[src/design/pai_pkg.sv]
// Shared types, codes and arithmetic helpers for the particle axis integrator.
package pai_pkg;

  localparam logic [3:0] MODE_GROUND   = 4'd0;
  localparam logic [3:0] MODE_EULER    = 4'd1;
  localparam logic [3:0] MODE_MIDPOINT = 4'd2;
  localparam logic [3:0] MODE_RK3      = 4'd3;
  localparam logic [3:0] MODE_RK4      = 4'd4;
  localparam logic [3:0] MODE_SEMI     = 4'd5;
  localparam logic [3:0] MODE_TRAP     = 4'd6;
  localparam logic [3:0] MODE_VERLET   = 4'd7;
  localparam logic [3:0] MODE_RKGEN    = 4'd8;

  localparam logic [2:0] REG_MODE   = 3'd0;
  localparam logic [2:0] REG_STEP   = 3'd1;
  localparam logic [2:0] REG_KEEP   = 3'd2;
  localparam logic [2:0] REG_LAMBDA = 3'd3;
  localparam logic [2:0] REG_INV    = 3'd4;
  localparam logic [2:0] REG_HMI    = 3'd5;
  localparam logic [2:0] REG_HALF   = 3'd6;
  localparam logic [2:0] REG_OMH    = 3'd7;

  localparam logic [4:0] RS16 = 5'd16;
  localparam logic [4:0] RS17 = 5'd17;

  localparam logic signed [51:0] SAT_MAX = 52'sd2147483647;
  localparam logic signed [51:0] SAT_MIN = -52'sd2147483648;

  typedef struct packed {
    logic        [15:0] h;
    logic        [16:0] hh;
    logic        [16:0] keep;
    logic signed [20:0] lam;
    logic signed [20:0] inv;
    logic signed [20:0] hmi;
    logic signed [20:0] half;
    logic signed [20:0] omh;
    logic signed [21:0] four_l;
  } coef_t;

  typedef struct packed {
    logic        [3:0]  md;
    logic signed [31:0] p;
    logic signed [31:0] v;
    logic signed [31:0] pd;
    logic signed [31:0] a;
    logic signed [31:0] p0;
    logic signed [31:0] v0;
    logic signed [31:0] a0;
  } in_t;

  typedef struct packed {
    logic        [3:0]  md;
    logic signed [31:0] p;
    logic signed [31:0] v;
    logic signed [31:0] pd;
    logic signed [31:0] a;
    logic signed [32:0] ha16;
    logic signed [32:0] ha17;
    logic signed [32:0] hpd;
    logic signed [33:0] hha16;
    logic signed [33:0] hha17;
    logic signed [35:0] kdp;
    logic signed [35:0] kdv;
    logic signed [33:0] hhda17;
    logic signed [36:0] ma;
    logic signed [36:0] ia;
    logic signed [36:0] ga;
    logic signed [37:0] fa;
  } s1_t;

  typedef struct packed {
    logic        [3:0]  md;
    logic signed [31:0] p;
    logic signed [31:0] v;
    logic signed [31:0] a;
    logic signed [33:0] k1;
    logic signed [33:0] k2;
    logic signed [34:0] t;
    logic signed [37:0] s3;
    logic signed [38:0] c;
    logic signed [36:0] ga;
    logic signed [37:0] fa;
    logic signed [37:0] np_m;
    logic signed [37:0] nv_m;
  } s2_t;

  typedef struct packed {
    logic        [3:0]  md;
    logic signed [31:0] p;
    logic signed [31:0] v;
    logic signed [31:0] a;
    logic signed [33:0] k1;
    logic signed [37:0] s3;
    logic signed [36:0] ga;
    logic signed [37:0] fa;
    logic signed [43:0] hc;
    logic signed [38:0] hc17;
    logic signed [43:0] lc;
    logic signed [39:0] fk2;
    logic signed [37:0] np_m;
    logic signed [37:0] nv_m;
  } s3_t;

  typedef struct packed {
    logic        [3:0]  md;
    logic signed [31:0] p;
    logic signed [31:0] v;
    logic signed [37:0] s3;
    logic signed [44:0] d;
    logic signed [39:0] k3;
    logic signed [41:0] kf;
    logic signed [44:0] af;
    logic signed [37:0] np_m;
    logic signed [37:0] nv_m;
  } s4_t;

  typedef struct packed {
    logic        [3:0]  md;
    logic signed [31:0] p;
    logic signed [31:0] v;
    logic signed [37:0] s3;
    logic signed [44:0] d;
    logic signed [41:0] kf;
    logic signed [44:0] af;
    logic signed [44:0] lk3;
    logic signed [45:0] hd;
    logic signed [37:0] np_m;
    logic signed [37:0] nv_m;
  } s5_t;

  typedef struct packed {
    logic        [3:0]  md;
    logic signed [31:0] p;
    logic signed [31:0] v;
    logic signed [49:0] xp;
    logic signed [49:0] xv;
    logic signed [37:0] np_m;
    logic signed [37:0] nv_m;
  } s6_t;

  typedef struct packed {
    logic        [3:0]  md;
    logic signed [31:0] p;
    logic signed [31:0] v;
    logic        [27:0] qhi_p;
    logic        [1:0]  r_p;
    logic        [23:0] lo_p;
    logic        [27:0] qhi_v;
    logic        [1:0]  r_v;
    logic        [23:0] lo_v;
    logic signed [37:0] np_m;
    logic signed [37:0] nv_m;
  } s7_t;

  typedef struct packed {
    logic        [3:0]  md;
    logic signed [31:0] p;
    logic signed [31:0] v;
    logic signed [49:0] qp;
    logic signed [49:0] qv;
    logic signed [37:0] np_m;
    logic signed [37:0] nv_m;
  } s8_t;

  typedef struct packed {
    logic signed [51:0] npf;
    logic signed [51:0] nvf;
    logic               bad;
  } s9_t;

  typedef struct packed {
    logic signed [31:0] np;
    logic signed [31:0] nv;
    logic               sat;
    logic               bad;
  } out_t;

  // Arithmetic shift right by s with rounding to nearest, ties toward plus infinity.
  function automatic logic signed [71:0] rnd(input logic signed [71:0] x, input logic [4:0] s);
    rnd = (x + (72'sd1 <<< (s - 5'd1))) >>> s;
  endfunction

  // One radix-16 step of a division by three: returns the quotient digit and remainder.
  function automatic logic [5:0] d3_step(input logic [1:0] r, input logic [3:0] n);
    logic [5:0]  w;
    logic [11:0] m;
    logic [3:0]  q;
    logic [5:0]  q3;
    logic [5:0]  rem;
    w   = {r, n};
    m   = 12'(w) * 12'd43;
    q   = m[10:7];
    q3  = {1'b0, q, 1'b0} + {2'b00, q};
    rem = w - q3;
    d3_step = {q, rem[1:0]};
  endfunction

  // Clamp to 32 bits; the top bit of the result is the clip flag.
  function automatic logic [32:0] sat32(input logic signed [51:0] x);
    if (x > SAT_MAX) begin
      sat32 = {1'b1, 32'h7FFF_FFFF};
    end else if (x < SAT_MIN) begin
      sat32 = {1'b1, 32'h8000_0000};
    end else begin
      sat32 = {1'b0, x[31:0]};
    end
  endfunction

endpackage

[src/design/pai_back.sv]
// Last two stages: final step products, result selection and saturation.
module pai_back import pai_pkg::*; (
  input  logic       clk,
  input  logic [1:0] en,
  input  coef_t      cf,
  input  s8_t        din,
  output out_t       dout
);

  s9_t  s9r, s9_next;
  out_t out_next;

  logic signed [16:0] hs;
  logic signed [66:0] pr_qp, pr_qv;
  logic signed [50:0] hqp, hqv;
  logic [32:0] sp, sv;

  assign hs    = $signed({1'b0, cf.h});
  assign pr_qp = hs * din.qp;
  assign pr_qv = hs * din.qv;
  assign hqp   = 51'(rnd(72'(pr_qp), RS16));
  assign hqv   = 51'(rnd(72'(pr_qv), RS16));

  always_comb begin
    s9_next.bad = 1'b0;
    s9_next.npf = 52'(din.np_m);
    s9_next.nvf = 52'(din.nv_m);
    case (din.md)
      MODE_RK3, MODE_RK4: begin
        s9_next.npf = 52'(din.p) + 52'(hqp);
      end
      MODE_RKGEN: begin
        s9_next.npf = 52'(din.p) + 52'(hqp);
        s9_next.nvf = 52'(din.v) + 52'(hqv);
      end
      MODE_GROUND, MODE_EULER, MODE_MIDPOINT, MODE_SEMI, MODE_TRAP, MODE_VERLET: begin
        s9_next.bad = 1'b0;
      end
      default: begin
        s9_next.bad = 1'b1;
        s9_next.npf = 52'(din.p);
        s9_next.nvf = 52'(din.v);
      end
    endcase
  end

  always_ff @(posedge clk) begin
    if (en[0]) begin
      s9r <= s9_next;
    end
  end

  assign sp = sat32(s9r.npf);
  assign sv = sat32(s9r.nvf);

  always_comb begin
    out_next.np  = $signed(sp[31:0]);
    out_next.nv  = $signed(sv[31:0]);
    out_next.sat = sp[32] | sv[32];
    out_next.bad = s9r.bad;
  end

  always_ff @(posedge clk) begin
    if (en[1]) begin
      dout <= out_next;
    end
  end

endmodule

[config.mk]
export PLATFORM = sky130hd
export DESIGN_NAME = pai_back
export DESIGN_NICKNAME = d
export VERILOG_FILES = /design/src/design/pai_pkg.sv /design/src/design/pai_back.sv
export SDC_FILE = /design/constraint.sdc
export NUM_CORES = 2
export LEC_CHECK = 0
export BUFFER_PORTS_ARGS = -buffer_cell sky130_fd_sc_hd__buf_2
export CORE_MARGIN = 1.5
export CORE_UTILIZATION = 40
export CTS_CLUSTER_SIZE = 12
export DETAILED_ROUTE_END_ITERATION = 16
export PLACE_DENSITY_LB_ADDON = 0.05
export SLEW_MARGIN = 20
export SYNTH_ARGS = -nofsm -noshare
export SYNTH_HDL_FRONTEND = slang
export SYNTH_SLANG_ARGS = --single-unit
[constraint.sdc]
create_clock -name clk -period 12.65 [get_ports clk]
set_input_delay 2.53 -clock clk [delete_from_list [all_inputs] [get_ports clk]]
set_output_delay 2.53 -clock clk [all_outputs]
set_load 0.02 [all_outputs]
### Word-level counts from Yosys, hierarchy flattened

Index checks and enable logic that the tools add are counted.

* register bits: 171
* bits of input ports: 424
* output and inout bits: 66

* add/subtract/negate cells: 4
* multiply operators: 2
* order comparisons: 4
* equal/unequal tests: 8
* multiplexer cells: 7
* bitwise gates (word level): 1
* reductions and logical operators: 5

Operators with widths (count)
* 52-bit case mux with 2 select lines: 2
* 67-bit by 17-bit adder with 67-bit output, second input constant: 2
* 17-bit by 50-bit multiplier with 67-bit output: 2
* 33-bit two-way mux: 4
* 32-bit by 51-bit adder with 52-bit output: 2
* 52-bit by 32-bit > comparator with 1-bit output, second input constant: 2
* 52-bit by 32-bit less-than comparator with 1-bit output, second input constant: 2
* 4-bit by 3-bit equality test with 1-bit output, second input constant: 4
* 9-bit OR reduction: 1
* 4-bit by 2-bit equality test with 1-bit output, second input constant: 2
* 8-bit OR reduction: 1
* 6-bit OR reduction: 1
* 4-bit by 1-bit equality test with 1-bit output, second input constant: 1
* 4-bit equality test, second input constant: 1
* 4-bit logical NOT: 1
* 3-bit OR reduction: 1
* 1-bit two-way mux: 1
* 1-bit OR: 1

### Logic depth before layout (Yosys ltp)

* depth in word-level cells: 4
* mapped depth: 40
* depth with buffers taken out: 37

### Least setup slack after synthesis

Ideal clock, no wire load.

* path kind: input to register
* start: input port cf[170] in the netlist's numbering
* end: register s9r[36] in the netlist's numbering, data pin
* setup time: 0.277 ns
* arrival: 10.628 ns
* path slack: 1.744 ns
* cell stages on the path: 37
* buffers on the path: 3
* path through: clkbuf_1 > clkbuf_1 > nand2_1 > fa_1 > inv_1 > fa_1 > inv_1 > fa_1 > inv_1 > fa_1 > fa_1 > inv_1 > fa_1 > inv_1 > ha_1 > a21o_1 > a21o_1 > a21oi_1 > o21ai_0 > nand3_1 > nand3_1 > a21oi_1 > o21bai_1 > a221oi_1 > o221ai_1 > xnor2_1 > ha_1 > clkbuf_1 > nand3_1 > or3_1 > o311ai_0 > a21oi_1 > o21a_1 > o311ai_1 > a31oi_1 > xor2_1 > o221ai_1

RTL lines
* from (decl): RTL line pai_back.sv:5 `input coef_t cf,`
* to (signal assigned): RTL line pai_back.sv:49 `s9r <= s9_next;`
* to (decl): RTL line pai_back.sv:10 `s9_t s9r, s9_next;`

==> out/results.ini <==
[timing]
hold_viol=0
skew_ns=0.0158
drv_slew=0
slew_headroom_pct=27.2
max_clock_freq_ghz=0.0848
setup_tns_ns=0
rsz0062_at_grt=no
setup-violations-final=0
whs_ns=0.426
min_period_ns=11.79
fin_crit_sh_pct=93.2
worst_pin_slew_ns=1.09

[die]
start_util_pct=40.3
die_x_um=414
die_area_um2=171000
num_rows=150
die_y_um=414
coreArea_um2=167000
ios=490

[synthesis]
synth-edff-count=171
ys_seq_area_share_pct=7.61
synthesis.area_um2=67400
ys.flop_type=edfxtp_1
synth_seq_cells=171
ys_warn_count=0
synth_cell_type_count=78
synth_cells=7606
syn_nets=10000
async_reset_ff_share_pct=0
avgSynthCellArea_um2=8.87

[layout]
final_layout_size_suffix_gt1_share_pct=7.59
final_common_cell=inv_1
layout.nets=10200
layout_common_cells=inv_1 (1,821), fa_1 (1,482), nand2_1 (1,063), and2_1 (795), ha_1 (498)
synthToLayoutAreaGrowth_pct=7.86
utilization_pct=43.5
fin_cells=10000

[place]
place_inst=9961
place_congestion=0.890
place.port_buffers=328
dpl.hpwl_mm=164

[critical_path]
crit_fanout=51
r2r_cells=4
critical_path_class=in2reg
path_buf_inv=6
cp.arrival_ns=11.98
max_stage_delay_ns=0.63
cp_top_family=adder cells
cp-start-kind=input port
end_kind=flip-flop
crit_top_cell=fa_1
cp.depth=35
cp.required_ns=12.85
critPathSlowestCell=buf_4

[hold_path]
hold_depth=0
worst_hold_path_type=reg2reg

[global_route]
grt_pass1_wl_mm=319
grt_overflow_total=0
globalRouteTotalUtil_pct=24.5
grt_pass1_vias=54800
antenna_found_initial=26
grt_max_degree=58

[clocking]
cts_sinks=171
clk_path_buf_depth=2
cts_setup_buffers=0
clk_pin_slew_ns=0.07
cts_buffers=17
cts_resized=0
clk_latency_ns=0.51
cts_root_buf=clkbuf_16
postCtsHoldBufs=0
cts_max_level=4
cts_tree=built

[drt]
routed_via_density=5.05
drt_pass1_iterations=6
totalWireLength_mm=203
route.detailed.drc=0
route.vias.total=50500
routedWlPerCell_um=20.3
drtAntennaViolNets=0
first_iter_violations=2716

[job]
maxCapViolCount=0

[outcome]
status=completed

[sequential cells by signal (all words and copies together), names as in the netlist]
signal and flops:
s9r 104, out_next 1, dout 66
[final timing paths]
path,slack [ns],startpoint,endpoint
max,0.86,cf[167],s9r[47]
min,0.43,out_next[0],dout[0]
max reg2reg,10.16,s9r[35],dout[1]
min reg2reg,0.43,out_next[0],dout[0]
[stage by stage]
| stage | setup WS (ns) | cell area [µm²] |
|---|---|---|
| 6_report | 0.863 | 72700 |
| 5_1_grt | 0.347 | 72700 |
| 4_1_cts | 0.946 | 72700 |
| 3_5_place_dp | 0.413 | 72100 |
| 3_3_place_gp | 0.474 | 72100 |
| 2_1_floorplan | 1.74 | 67400 |
[Yosys cell counts, types with 5 or more instances]
master        n  share of area, %
a211oi_1     15              0.17
o21bai_1     30              0.33
nand2_1    1063               5.9
o21a_1       22              0.24
xnor2_1     114               1.5
a22oi_1      31              0.35
o21ai_0     156               1.2
o31a_1        5             0.065
o211ai_1     21              0.23
edfxtp_1    171               7.6
a211o_1       7             0.091
nand4_1      54              0.50
ha_1        498               9.2
clkbuf_1    360               2.0
and4_1       10              0.13
nor4_1       18              0.17
nand2b_1     21              0.19
and3_1       31              0.29
a31oi_1      25              0.23
buf_1         7             0.039
fa_1       1482                44
a221o_1       7              0.10
nor2b_1      48              0.45
or2_2         8             0.074
a21boi_0      8             0.089
and2_1      795               7.4
nor2_1       92              0.51
inv_1      1821                10
nor3_1       18              0.13
xor2_1       94               1.2
o21ai_1       6             0.045
a221oi_1      9              0.12
a21oi_1     241               1.8
o31ai_1      12              0.13
a21o_1      155               1.7
o221ai_1     13              0.17
o2111ai_1     6             0.078
nand3_1      60              0.45
[worst register-to-register path, delay by kind of cell (launching register included)]
family | cells | cell delay [ns]
and+or+nand+nor | 3 | 0.97
AOI/OAI and AO/OA | 1 | 0.79
DFF | 1 | 0.39
[cells by family (layout without fill, tap and decap cells)]
| group | count (synthesis) | count (layout) | synth area share [%] |
|---|---|---|---|
| flip-flops | 171 | 171 | 7.61 |
| buffers and inverters | 2193 | 2376 | 12.2 |
| multiplexers | 3 | 3 | 0.0445 |
| AO/OA/AOI/OAI | 809 | 809 | 7.71 |
| adder cells (fa/ha/maj) | 1980 | 1980 | 53.2 |
| XOR/XNOR | 208 | 208 | 2.70 |
| AND/OR/NAND/NOR | 2242 | 2242 | 16.5 |
| other | 0 | 13 | 0 |
[layer usage]
| layer | GRT usage, % | wire length, µm | vias up |
|---|---|---|---|
| met3 | 2.16 | 7480 | 175 |
| met4 | 6.35 | 5140 | 14 |
| li1 | - | - | 23100 |
| met5 | 0 | 99 | - |
| met1 | 33.2 | 91200 | 26200 |
| met2 | 42.0 | 98900 | 978 |
[area by class of cell]
type | instances | area [µm²]
antenna | 13 | 32.5
clock buffer | 17 | 425
clock inverter | 15 | 189
fill | 17000 | 94500
inverter | 1821 | 6840
multi-input combinational | 5242 | 54100
sequential | 171 | 5130
tap | 2204 | 2760
timing repair buffer | 523 | 3250
Power is not shown: default switching activity piles up to over one toggle a cycle in this logic, so the estimate is an artifact.
