### src/design/pai_pkg.sv
// Shared types, codes and arithmetic helpers for the particle axis integrator.
package pai_pkg;

  localparam logic [3:0] MODE_GROUND   = 4'd0;
  localparam logic [3:0] MODE_EULER    = 4'd1;
  localparam logic [3:0] MODE_MIDPOINT = 4'd2;
  localparam logic [3:0] MODE_RK3      = 4'd3;
  localparam logic [3:0] MODE_RK4      = 4'd4;
  localparam logic [3:0] MODE_SEMI     = 4'd5;
  localparam logic [3:0] MODE_TRAP     = 4'd6;
  localparam logic [3:0] MODE_VERLET   = 4'd7;
  localparam logic [3:0] MODE_RKGEN    = 4'd8;

  localparam logic [2:0] REG_MODE   = 3'd0;
  localparam logic [2:0] REG_STEP   = 3'd1;
  localparam logic [2:0] REG_KEEP   = 3'd2;
  localparam logic [2:0] REG_LAMBDA = 3'd3;
  localparam logic [2:0] REG_INV    = 3'd4;
  localparam logic [2:0] REG_HMI    = 3'd5;
  localparam logic [2:0] REG_HALF   = 3'd6;
  localparam logic [2:0] REG_OMH    = 3'd7;

  localparam logic [4:0] RS16 = 5'd16;
  localparam logic [4:0] RS17 = 5'd17;

  localparam logic signed [51:0] SAT_MAX = 52'sd2147483647;
  localparam logic signed [51:0] SAT_MIN = -52'sd2147483648;

  typedef struct packed {
    logic        [15:0] h;
    logic        [16:0] hh;
    logic        [16:0] keep;
    logic signed [20:0] lam;
    logic signed [20:0] inv;
    logic signed [20:0] hmi;
    logic signed [20:0] half;
    logic signed [20:0] omh;
    logic signed [21:0] four_l;
  } coef_t;

  typedef struct packed {
    logic        [3:0]  md;
    logic signed [31:0] p;
    logic signed [31:0] v;
    logic signed [31:0] pd;
    logic signed [31:0] a;
    logic signed [31:0] p0;
    logic signed [31:0] v0;
    logic signed [31:0] a0;
  } in_t;

  typedef struct packed {
    logic        [3:0]  md;
    logic signed [31:0] p;
    logic signed [31:0] v;
    logic signed [31:0] pd;
    logic signed [31:0] a;
    logic signed [32:0] ha16;
    logic signed [32:0] ha17;
    logic signed [32:0] hpd;
    logic signed [33:0] hha16;
    logic signed [33:0] hha17;
    logic signed [35:0] kdp;
    logic signed [35:0] kdv;
    logic signed [33:0] hhda17;
    logic signed [36:0] ma;
    logic signed [36:0] ia;
    logic signed [36:0] ga;
    logic signed [37:0] fa;
  } s1_t;

  typedef struct packed {
    logic        [3:0]  md;
    logic signed [31:0] p;
    logic signed [31:0] v;
    logic signed [31:0] a;
    logic signed [33:0] k1;
    logic signed [33:0] k2;
    logic signed [34:0] t;
    logic signed [37:0] s3;
    logic signed [38:0] c;
    logic signed [36:0] ga;
    logic signed [37:0] fa;
    logic signed [37:0] np_m;
    logic signed [37:0] nv_m;
  } s2_t;

  typedef struct packed {
    logic        [3:0]  md;
    logic signed [31:0] p;
    logic signed [31:0] v;
    logic signed [31:0] a;
    logic signed [33:0] k1;
    logic signed [37:0] s3;
    logic signed [36:0] ga;
    logic signed [37:0] fa;
    logic signed [43:0] hc;
    logic signed [38:0] hc17;
    logic signed [43:0] lc;
    logic signed [39:0] fk2;
    logic signed [37:0] np_m;
    logic signed [37:0] nv_m;
  } s3_t;

  typedef struct packed {
    logic        [3:0]  md;
    logic signed [31:0] p;
    logic signed [31:0] v;
    logic signed [37:0] s3;
    logic signed [44:0] d;
    logic signed [39:0] k3;
    logic signed [41:0] kf;
    logic signed [44:0] af;
    logic signed [37:0] np_m;
    logic signed [37:0] nv_m;
  } s4_t;

  typedef struct packed {
    logic        [3:0]  md;
    logic signed [31:0] p;
    logic signed [31:0] v;
    logic signed [37:0] s3;
    logic signed [44:0] d;
    logic signed [41:0] kf;
    logic signed [44:0] af;
    logic signed [44:0] lk3;
    logic signed [45:0] hd;
    logic signed [37:0] np_m;
    logic signed [37:0] nv_m;
  } s5_t;

  typedef struct packed {
    logic        [3:0]  md;
    logic signed [31:0] p;
    logic signed [31:0] v;
    logic signed [49:0] xp;
    logic signed [49:0] xv;
    logic signed [37:0] np_m;
    logic signed [37:0] nv_m;
  } s6_t;

  typedef struct packed {
    logic        [3:0]  md;
    logic signed [31:0] p;
    logic signed [31:0] v;
    logic        [27:0] qhi_p;
    logic        [1:0]  r_p;
    logic        [23:0] lo_p;
    logic        [27:0] qhi_v;
    logic        [1:0]  r_v;
    logic        [23:0] lo_v;
    logic signed [37:0] np_m;
    logic signed [37:0] nv_m;
  } s7_t;

  typedef struct packed {
    logic        [3:0]  md;
    logic signed [31:0] p;
    logic signed [31:0] v;
    logic signed [49:0] qp;
    logic signed [49:0] qv;
    logic signed [37:0] np_m;
    logic signed [37:0] nv_m;
  } s8_t;

  typedef struct packed {
    logic signed [51:0] npf;
    logic signed [51:0] nvf;
    logic               bad;
  } s9_t;

  typedef struct packed {
    logic signed [31:0] np;
    logic signed [31:0] nv;
    logic               sat;
    logic               bad;
  } out_t;

  // Arithmetic shift right by s with rounding to nearest, ties toward plus infinity.
  function automatic logic signed [71:0] rnd(input logic signed [71:0] x, input logic [4:0] s);
    rnd = (x + (72'sd1 <<< (s - 5'd1))) >>> s;
  endfunction

  // One radix-16 step of a division by three: returns the quotient digit and remainder.
  function automatic logic [5:0] d3_step(input logic [1:0] r, input logic [3:0] n);
    logic [5:0]  w;
    logic [11:0] m;
    logic [3:0]  q;
    logic [5:0]  q3;
    logic [5:0]  rem;
    w   = {r, n};
    m   = 12'(w) * 12'd43;
    q   = m[10:7];
    q3  = {1'b0, q, 1'b0} + {2'b00, q};
    rem = w - q3;
    d3_step = {q, rem[1:0]};
  endfunction

  // Clamp to 32 bits; the top bit of the result is the clip flag.
  function automatic logic [32:0] sat32(input logic signed [51:0] x);
    if (x > SAT_MAX) begin
      sat32 = {1'b1, 32'h7FFF_FFFF};
    end else if (x < SAT_MIN) begin
      sat32 = {1'b1, 32'h8000_0000};
    end else begin
      sat32 = {1'b0, x[31:0]};
    end
  endfunction

endpackage

### src/design/pai_div6.sv
// Two-stage rounded division by six of the position and velocity sums, radix 16.
module pai_div6 import pai_pkg::*; (
  input  logic       clk,
  input  logic [1:0] en,
  input  s6_t        din,
  output s8_t        dout
);

  s7_t s7r, s7_next;
  s8_t s8_next;

  logic [51:0] yp, yv, zp, zv;
  logic [1:0]  rp, rv;
  logic [5:0]  stp, stv;
  logic [51:0] qp, qv;

  // Bias by a multiple of six so the dividend is positive; halve, then divide by three.
  assign yp = 52'(din.xp) + 52'd3 + (52'd3 << 50);
  assign yv = 52'(din.xv) + 52'd3 + (52'd3 << 50);
  assign zp = {1'b0, yp[51:1]};
  assign zv = {1'b0, yv[51:1]};

  always_comb begin
    s7_next.md    = din.md;
    s7_next.p     = din.p;
    s7_next.v     = din.v;
    s7_next.np_m  = din.np_m;
    s7_next.nv_m  = din.nv_m;
    s7_next.qhi_p = '0;
    s7_next.qhi_v = '0;
    rp = 2'd0;
    rv = 2'd0;
    stp = '0;
    stv = '0;
    for (int i = 0; i < 7; i++) begin
      stp = d3_step(rp, zp[51 - 4 * i -: 4]);
      stv = d3_step(rv, zv[51 - 4 * i -: 4]);
      s7_next.qhi_p[27 - 4 * i -: 4] = stp[5:2];
      s7_next.qhi_v[27 - 4 * i -: 4] = stv[5:2];
      rp = stp[1:0];
      rv = stv[1:0];
    end
    s7_next.r_p  = rp;
    s7_next.r_v  = rv;
    s7_next.lo_p = zp[23:0];
    s7_next.lo_v = zv[23:0];
  end

  always_ff @(posedge clk) begin
    if (en[0]) begin
      s7r <= s7_next;
    end
  end

  always_comb begin
    logic [1:0] r2p, r2v;
    logic [5:0] tp, tv;
    qp  = {s7r.qhi_p, 24'd0};
    qv  = {s7r.qhi_v, 24'd0};
    r2p = s7r.r_p;
    r2v = s7r.r_v;
    tp  = '0;
    tv  = '0;
    for (int i = 0; i < 6; i++) begin
      tp = d3_step(r2p, s7r.lo_p[23 - 4 * i -: 4]);
      tv = d3_step(r2v, s7r.lo_v[23 - 4 * i -: 4]);
      qp[23 - 4 * i -: 4] = tp[5:2];
      qv[23 - 4 * i -: 4] = tv[5:2];
      r2p = tp[1:0];
      r2v = tv[1:0];
    end
    s8_next.md   = s7r.md;
    s8_next.p    = s7r.p;
    s8_next.v    = s7r.v;
    s8_next.np_m = s7r.np_m;
    s8_next.nv_m = s7r.nv_m;
    s8_next.qp   = $signed({~qp[49], qp[48:0]});
    s8_next.qv   = $signed({~qv[49], qv[48:0]});
  end

  always_ff @(posedge clk) begin
    if (en[1]) begin
      dout <= s8_next;
    end
  end

endmodule

### config.mk
export PLATFORM = sky130hd
export DESIGN_NAME = pai_div6
export DESIGN_NICKNAME = d
export VERILOG_FILES = /design/src/design/pai_pkg.sv /design/src/design/pai_div6.sv
export SDC_FILE = /design/constraint.sdc
export NUM_CORES = 1
export LEC_CHECK = 0
export ABC_AREA = 1
export ABC_CLOCK_PERIOD_IN_PS = 35300
export BUFFER_PORTS_ARGS = -buffer_cell sky130_fd_sc_hd__buf_2
export CAP_MARGIN = 40
export CORE_MARGIN = 2
export CORE_UTILIZATION = 46
export DETAILED_ROUTE_END_ITERATION = 10
export PLACE_DENSITY = 0.75
export SYNTH_ARGS = -nofsm -noshare
export SYNTH_HDL_FRONTEND = slang
export SYNTH_SLANG_ARGS = --single-unit
### constraint.sdc
create_clock -name clk -period 35.3 [get_ports clk]
set_input_delay 5.295 -clock clk [delete_from_list [all_inputs] [get_ports clk]]
set_output_delay 5.295 -clock clk [all_outputs]
set_load 0.02 [all_outputs]
# Yosys cells after proc, flatten, opt, wreduce, memory -nomap -nowiden
# Index checks and enable logic that the tools add are counted.
dict set report word_totals {
  input_bits 247
  memories 0
  ram_bits 0
  romBits 0
  out_inout_bits 244
  register_bits 492
  wordCells 98
  latchBits 0
}
dict set report op_classes {
  magnitude_cmp 0
  div_mod_pow 0
  muxes 0
  n_shift 0
  bitwise 2
  eq_ne 0
  add_sub_neg 52
  n_reduce_logical 0
  multipliers 26
}
# op n
set ops {}
lappend ops {{multiplier 6 x 6 -> 11 bit, second input constant} 24}
lappend ops {{adder 51 x 51 -> 52 bit, second input constant} 2}
lappend ops {{adder 50 x 3 -> 51 bit, second input constant} 2}
lappend ops {{adder 2 bit} 24}
lappend ops {{subtractor 2 bit} 24}
lappend ops {{multiplier 3 x 6 -> 9 bit, second input constant} 2}
lappend ops {{inverter 1 bit} 2}

# Logic depth before layout (Yosys ltp)
# Gate-level depths: netlist (run 1).
dict set report logic_depth {
  depth_word 23
  mapped_depth 128
  ltp_nobuf 128
}

# Least setup slack after synthesis (run 1)
# OpenSTA, ideal clock, no wires.
dict set report synth_path {
  path_kind {input port to flip-flop}
  startpoint {input port din[76] in the netlist's numbering}
  endpoint {register s7r[101] in the netlist's numbering (data pin)}
  required_ps 35051
  setup_slack_ps 13256
  setup_time_ps 249
  path_stages 101
  arrival_ps 21794
  path_buffers 0
  cell_sequence {inv_1 ha_1 nor2_4 nand2_1 nor3_2 nand2_1 inv_1 nand4_1 inv_1 nand4_1 nor4_2 nand3_1 xor2_1 ha_1 fa_1 inv_1 fa_1 inv_1 (+65 left out) nand2_2 nand2_4 fa_1 inv_1 fa_1 ha_1 nand2_1 o21bai_1 nand2_1 nand2_1 nand2_1 ha_1 xor2_1 nand3b_1 nand2_1 nand2_1 nand2_1 inv_1}
}
# item line_no
set synth_lines {}
lappend synth_lines {{start: declaration} pai_div6.sv:5} ;# input s6_t din,
lappend synth_lines {{end signal: assignment} pai_div6.sv:51} ;# s7r <= s7_next;
lappend synth_lines {{end: declaration} pai_div6.sv:9} ;# s7_t s7r, s7_next;

==> flow_summary.toml, run 1 <==
[run_status]
status = "completed"

[cts]
root_buffer = "clkbuf_16"
cts_buffer_depth = 3
cts_buffers = 54
cts_resized = 0
cts.sinks = 492
cts_hold_buf = 0
clkLatencyLatePin_ns = 0.62
htree_levels = 2
cts_tree = "built"
cts_setup_buffers = 0
clk_pin_slew_worst_paths_ns = 0.07

[yosys]
seq_area_frac_synth = 0.4401
syn_area_um2 = 33570
async_reset_ff_frac = 0
yosys_warnings = 0
ys_types = 49
syn_inst = 3057
syn_area_per_cell_um2 = 10.98
synthFlopType = "edfxtp_1"
synth_edf_count = 492
synth_nets = 4007
synth_seq_cells = 492

[setup_path]
worstPathMaxFanout = 5
crit_type = "in2reg"
cpMostUsedCell = "nand2_1"
critical_path_arrival_ns = 23.62
reg2reg_depth = 99
worstReg2RegStart = "s7r[97]"
startpoint_type = "input port"
required_ns = 35.68
crit_start = "din[77]"
worstSetupEndpointType = "flip-flop"
max_stage_delay_ns = 0.57
slowest_stage = "fa_1"

[routing]
dr.pass1.iters = 7
vias_per_cell = 4.898
drc = 0
drtAntennaViolNets = 0
drt_iter0_drc = 1288
via_count = 22620
wl_um = 71960
wl_per_cell_um = 15.58

[timing]
setup_tns_ns = 0
relSlewSlack = 0.4419
worst_pin_slew_ns = 0.8371
holdWs_ns = 0.4099
period_needed_ns = 23.23
rsz0062_at_grt = "no"
fmax_mhz = 43.04
hold_viol = 0
clock_skew_ns = 0.03460
finalCritPeriodShare = 0.6582
drv_slew = 0
finalSetupViolCount = 0

[layout]
nFillCells = 6227
final_nets = 4561
fin_cells = 4618
drive_above_1_share = 0.1897
areaGrowthSynthToFinish_pct = 16.89

[place]
dp_cells = 4514
io_buffers = 490
dpl.hpwl_um = 57270
place_congestion = 0.9332

[die]
dieArea_um2 = 75160
die_y_um = 274.2
core-area_um2 = 72590
initial_core_util = 0.4625
pin_count = 491
row_count = 99
die-width_um = 274.2

[global_route]
grt_max_degree = 110
antenna_found_initial = 8
grtUsageTotal = 0.1872
grt_pass1_vias = 21800
gr-total-overflow = 0
grt_pass1_wl_um = 111600

[min_path]
min_delay_path_depth = 0
min_path_type = "reg2reg"
hold_start = "s7r[198]"

[job]
drv_cap = 0
-- synth_stat cells (4+ instances only) --
master / instances / area share
xnor2_1: 70 / 0.018
nor2_4: 8 / 0.0027
o211ai_1: 9 / 0.0020
nand3b_1: 19 / 0.0042
nor3_2: 4 / 0.0012
o21bai_1: 10 / 0.0022
nor3_1: 17 / 0.0025
xor2_1: 156 / 0.041
nor2_2: 16 / 0.0030
a21oi_1: 65 / 0.0097
edfxtp_1: 492 / 0.44
inv_1: 571 / 0.064
xnor2_2: 4 / 0.0019
nand2_1: 456 / 0.051
nand3_2: 15 / 0.0045
nand2_2: 32 / 0.0060
o21ai_0: 8 / 0.0012
fa_1: 97 / 0.058
a21o_1: 20 / 0.0045
nand3_1: 125 / 0.019
a31oi_1: 6 / 0.0011
inv_2: 9 / 0.0010
nand4_1: 29 / 0.0054
ha_1: 606 / 0.23
nor2_1: 177 / 0.020
-- registers in the layout (all words and copies together), names as in the netlist --
name  count
dout    244
qv       26
qp       26
s7r     196
-- cells in the final DEF (no fill, tap or decap), types with 5 or more instances in the layout --
cell type  count
nor2_2        16
clkinv_4       6
inv_2          9
nand3_1      125
nor2_4         8
a31oi_1        6
nand4_1       29
clkinv_1       7
nand3b_1      19
a21oi_1       65
nand2_1      456
fa_1          97
inv_1        571
clkinv_2      11
diode_2        5
edfxtp_1     492
nor3_1        17
o21bai_1      10
bufinv_16      7
clkbuf_16     54
o211ai_1       9
nand3_2       15
xnor2_1       70
nor2_1       177
ha_1         606
xor2_1       156
o21ai_0        8
a21o_1        20
nand2_2       32
buf_2        488
-- routing by layer --
metal  part of all wire  wire (µm)  track usage
met3              0.059       4271      0.03039
met4              0.025       1819      0.05449
met2               0.49      35070       0.3260
met5            0.00017         12            0
met1               0.43      30780       0.2395
-- per-stage QoR --
stage	util	setup WS, ns	cell area (µm²)
CTS	0.5405	12.15	39230
global placement	0.5135	11.92	37280
global route	0.5406	10.63	39240
detailed placement	0.5148	11.54	37370
floorplan	-	13.26	33570
finish	0.5407	12.07	39250
-- worst max-delay path, delay by kind of cell --
| family | cells | cell delay (ns) |
|---|---|---|
| xor+xnor | 4 | 0.97 |
| fa+ha+maj | 27 | 10.02 |
| compound gates | 7 | 1.19 |
| buf+inv | 16 | 1.06 |
| simple gates | 47 | 5.06 |
-- worst paths after layout --
kind / slack [ns] / endpoint
setup / recovery: 12.07 / s7r[101]
hold / removal: 0.41 / dout[190]
setup reg to reg: 14.73 / dout[79]
hold reg to reg: 0.41 / dout[190]
-- kinds of logic after synthesis --
family,share of synthesized area
and+or+nand+nor,0.1247
AOI/OAI and AO/OA,0.02452
buffers and inverters,0.06485
adders and majority gates,0.2837
DFF,0.4401
xor gates and xnor gates,0.06224
-- cell type report --
type,instances,area [µm²],area share
Inverter,580,2177,0.05547
Timing Repair Buffer,498,2597,0.06619
Clock inverter,43,503.0,0.01282
Sequential cell,492,14770,0.3765
Clock buffer,56,1359,0.03462
Multi-Input combinational cell,1985,16620,0.4235
Tap cell,959,1200,0.03057
Antenna cell,5,12.51,0.0003188
Power of run 1 is left out: the tool's default activity adds up to more than one toggle a clock period on the data nets, which glitch-free logic cannot reach.
==> inputs of run 2 (changes only) <==
- ABC_CLOCK_PERIOD_IN_PS: 35300 -> 23900
- clock period: 35.3 -> 23.9 ns (I/O delays scaled with it)
==> flow_summary.toml, run 2 (synthesis results as in run 1) <==
[run_status]
status = "completed"

[place]
dpl.hpwl_um = 57410
place_congestion = 0.9330
place_area_um2 = 37380
io_buffers = 490

[timing]
worst_pin_slew_ns = 0.8416
drv_slew = 0
finalCritPeriodShare = 0.9012
clock_skew_ns = 0.01581
relSlewSlack = 0.4389
finalSetupViolCount = 0
hold_viol = 0
period_needed_ns = 21.54
rsz0062_at_grt = "no"
setup_tns_ns = 0
fmax_mhz = 46.43

[cts]
cts_resized = 0
htree_levels = 2
clk_pin_slew_worst_paths_ns = 0.06
clkLatencyLatePin_ns = 0.60
cts_hold_buf = 0
cts_setup_buffers = 0
cts.sinks = 492
cts_tree = "built"
root_buffer = "clkbuf_16"
cts_buffers = 51
cts_buffer_depth = 3

[layout]
regMostFlops = "dout"
drive_above_1_share = 0.1855
largest_register_ffs = 244
layout_commonest_cell = "ha_1"
layout_common_cells = "ha_1, inv_1, edfxtp_1"
reg_top3 = "dout (244), s7r (196)"
final_area_um2 = 39000
final_nets = 4558
areaGrowthSynthToFinish_pct = 16.15

[global_route]
antenna_found_initial = 6
grt_max_degree = 110
grt_pass1_wl_um = 112600
gr-total-overflow = 0
grtUsageTotal = 0.1881
grt_pass1_vias = 22020

[die]
row_count = 99
initial_core_util = 0.4625
dieArea_um2 = 75160
pin_count = 491
core-area_um2 = 72590
die_y_um = 274.2
die-width_um = 274.2

[setup_path]
r2r_end = "dout[79]"
reg2reg_slack_ns = 3.31
worstReg2RegStart = "s7r[97]"
slowest_stage = "fa_1"
worstPathMaxFanout = 5
startpoint_type = "input port"
reg2reg_depth = 98
worstSetupEndpointType = "flip-flop"
required_ns = 24.25
crit_type = "in2reg"
critical_path_arrival_ns = 21.89
max_stage_delay_ns = 0.54
cpMostUsedCell = "nand2_1"

[min_path]
min_to = "dout[71]"
hold_start = "s7r[71]"
min_delay_path_depth = 0
min_path_type = "reg2reg"

[routing]
drc = 0
drt_iter0_drc = 1225
drtAntennaViolNets = 0
dr.pass1.iters = 5
wl_um = 71300
vias_per_cell = 4.882
via_count = 22490
wl_per_cell_um = 15.48

[job]
drv_cap = 0
## run 2: cell count changes in the layout (fill, tap and decap cells not counted), sizes merged
cell / before / now
clkinv: 27 / 25
clkbuf: 56 / 57
inv: 586 / 583
diode: 5 / 3
bufinv: 7 / 3
clkinvlp: 3 / 2
## run 2: stage by stage
stage | cells | utilization | hold slack, ns | setup WS, ns
final | 4607 | 0.5372 | 0.4098 | 2.362
after global routing | 4607 | 0.5372 | 0.4216 | 0.8158
after CTS | 4604 | 0.5371 | 0.4160 | 2.509
after detailed placement | 4514 | 0.5149 | 0.4045 | 1.909
after global placement | 4510 | 0.5135 | 0.4001 | 2.235
after floorplan | 3057 | - | 0.4003 | 3.566
## run 2: worst max-delay path by stage
stage / cells after the start / endpoint / startpoint / slack, ns
6_report: 110 / s7r[155] / din[126] / 2.36
3_3_place_gp: 101 / s7r[101] / din[76] / 2.23
4_1_cts: 110 / s7r[155] / din[126] / 2.51
3_5_place_dp: 101 / s7r[101] / din[77] / 1.91
5_1_grt: 106 / qp[27] / din[126] / 0.82
2_1_floorplan: 101 / s7r[101] / din[76] / 3.57
## run 2: cell type report
type	count	area, µm²
diodes	3	7.507
clock inverters	33	311.5
well taps	959	1200
multi-input cells	1985	16620
flip-flops and latches	492	14770
fillers	6297	33590
repair buffers	498	2605
inverters	580	2177
clock buffers	57	1299
## run 2: worst max-delay path: cells and delay by family
kind	cells	cell delay, ns
AO/OA/AOI/OAI	7	1.51
XOR/XNOR	3	0.53
adder cells (fa/ha/maj)	26	9.19
buffers and inverters	18	1.18
AND/OR/NAND/NOR	56	5.88
## run 2: layer usage
metal	routed length, µm	GRT usage
met5	0	0
met4	2090	0.05978
met3	4373	0.03293
met2	34350	0.3242
met1	30480	0.2402
Power of run 2 is left out for the same reason.
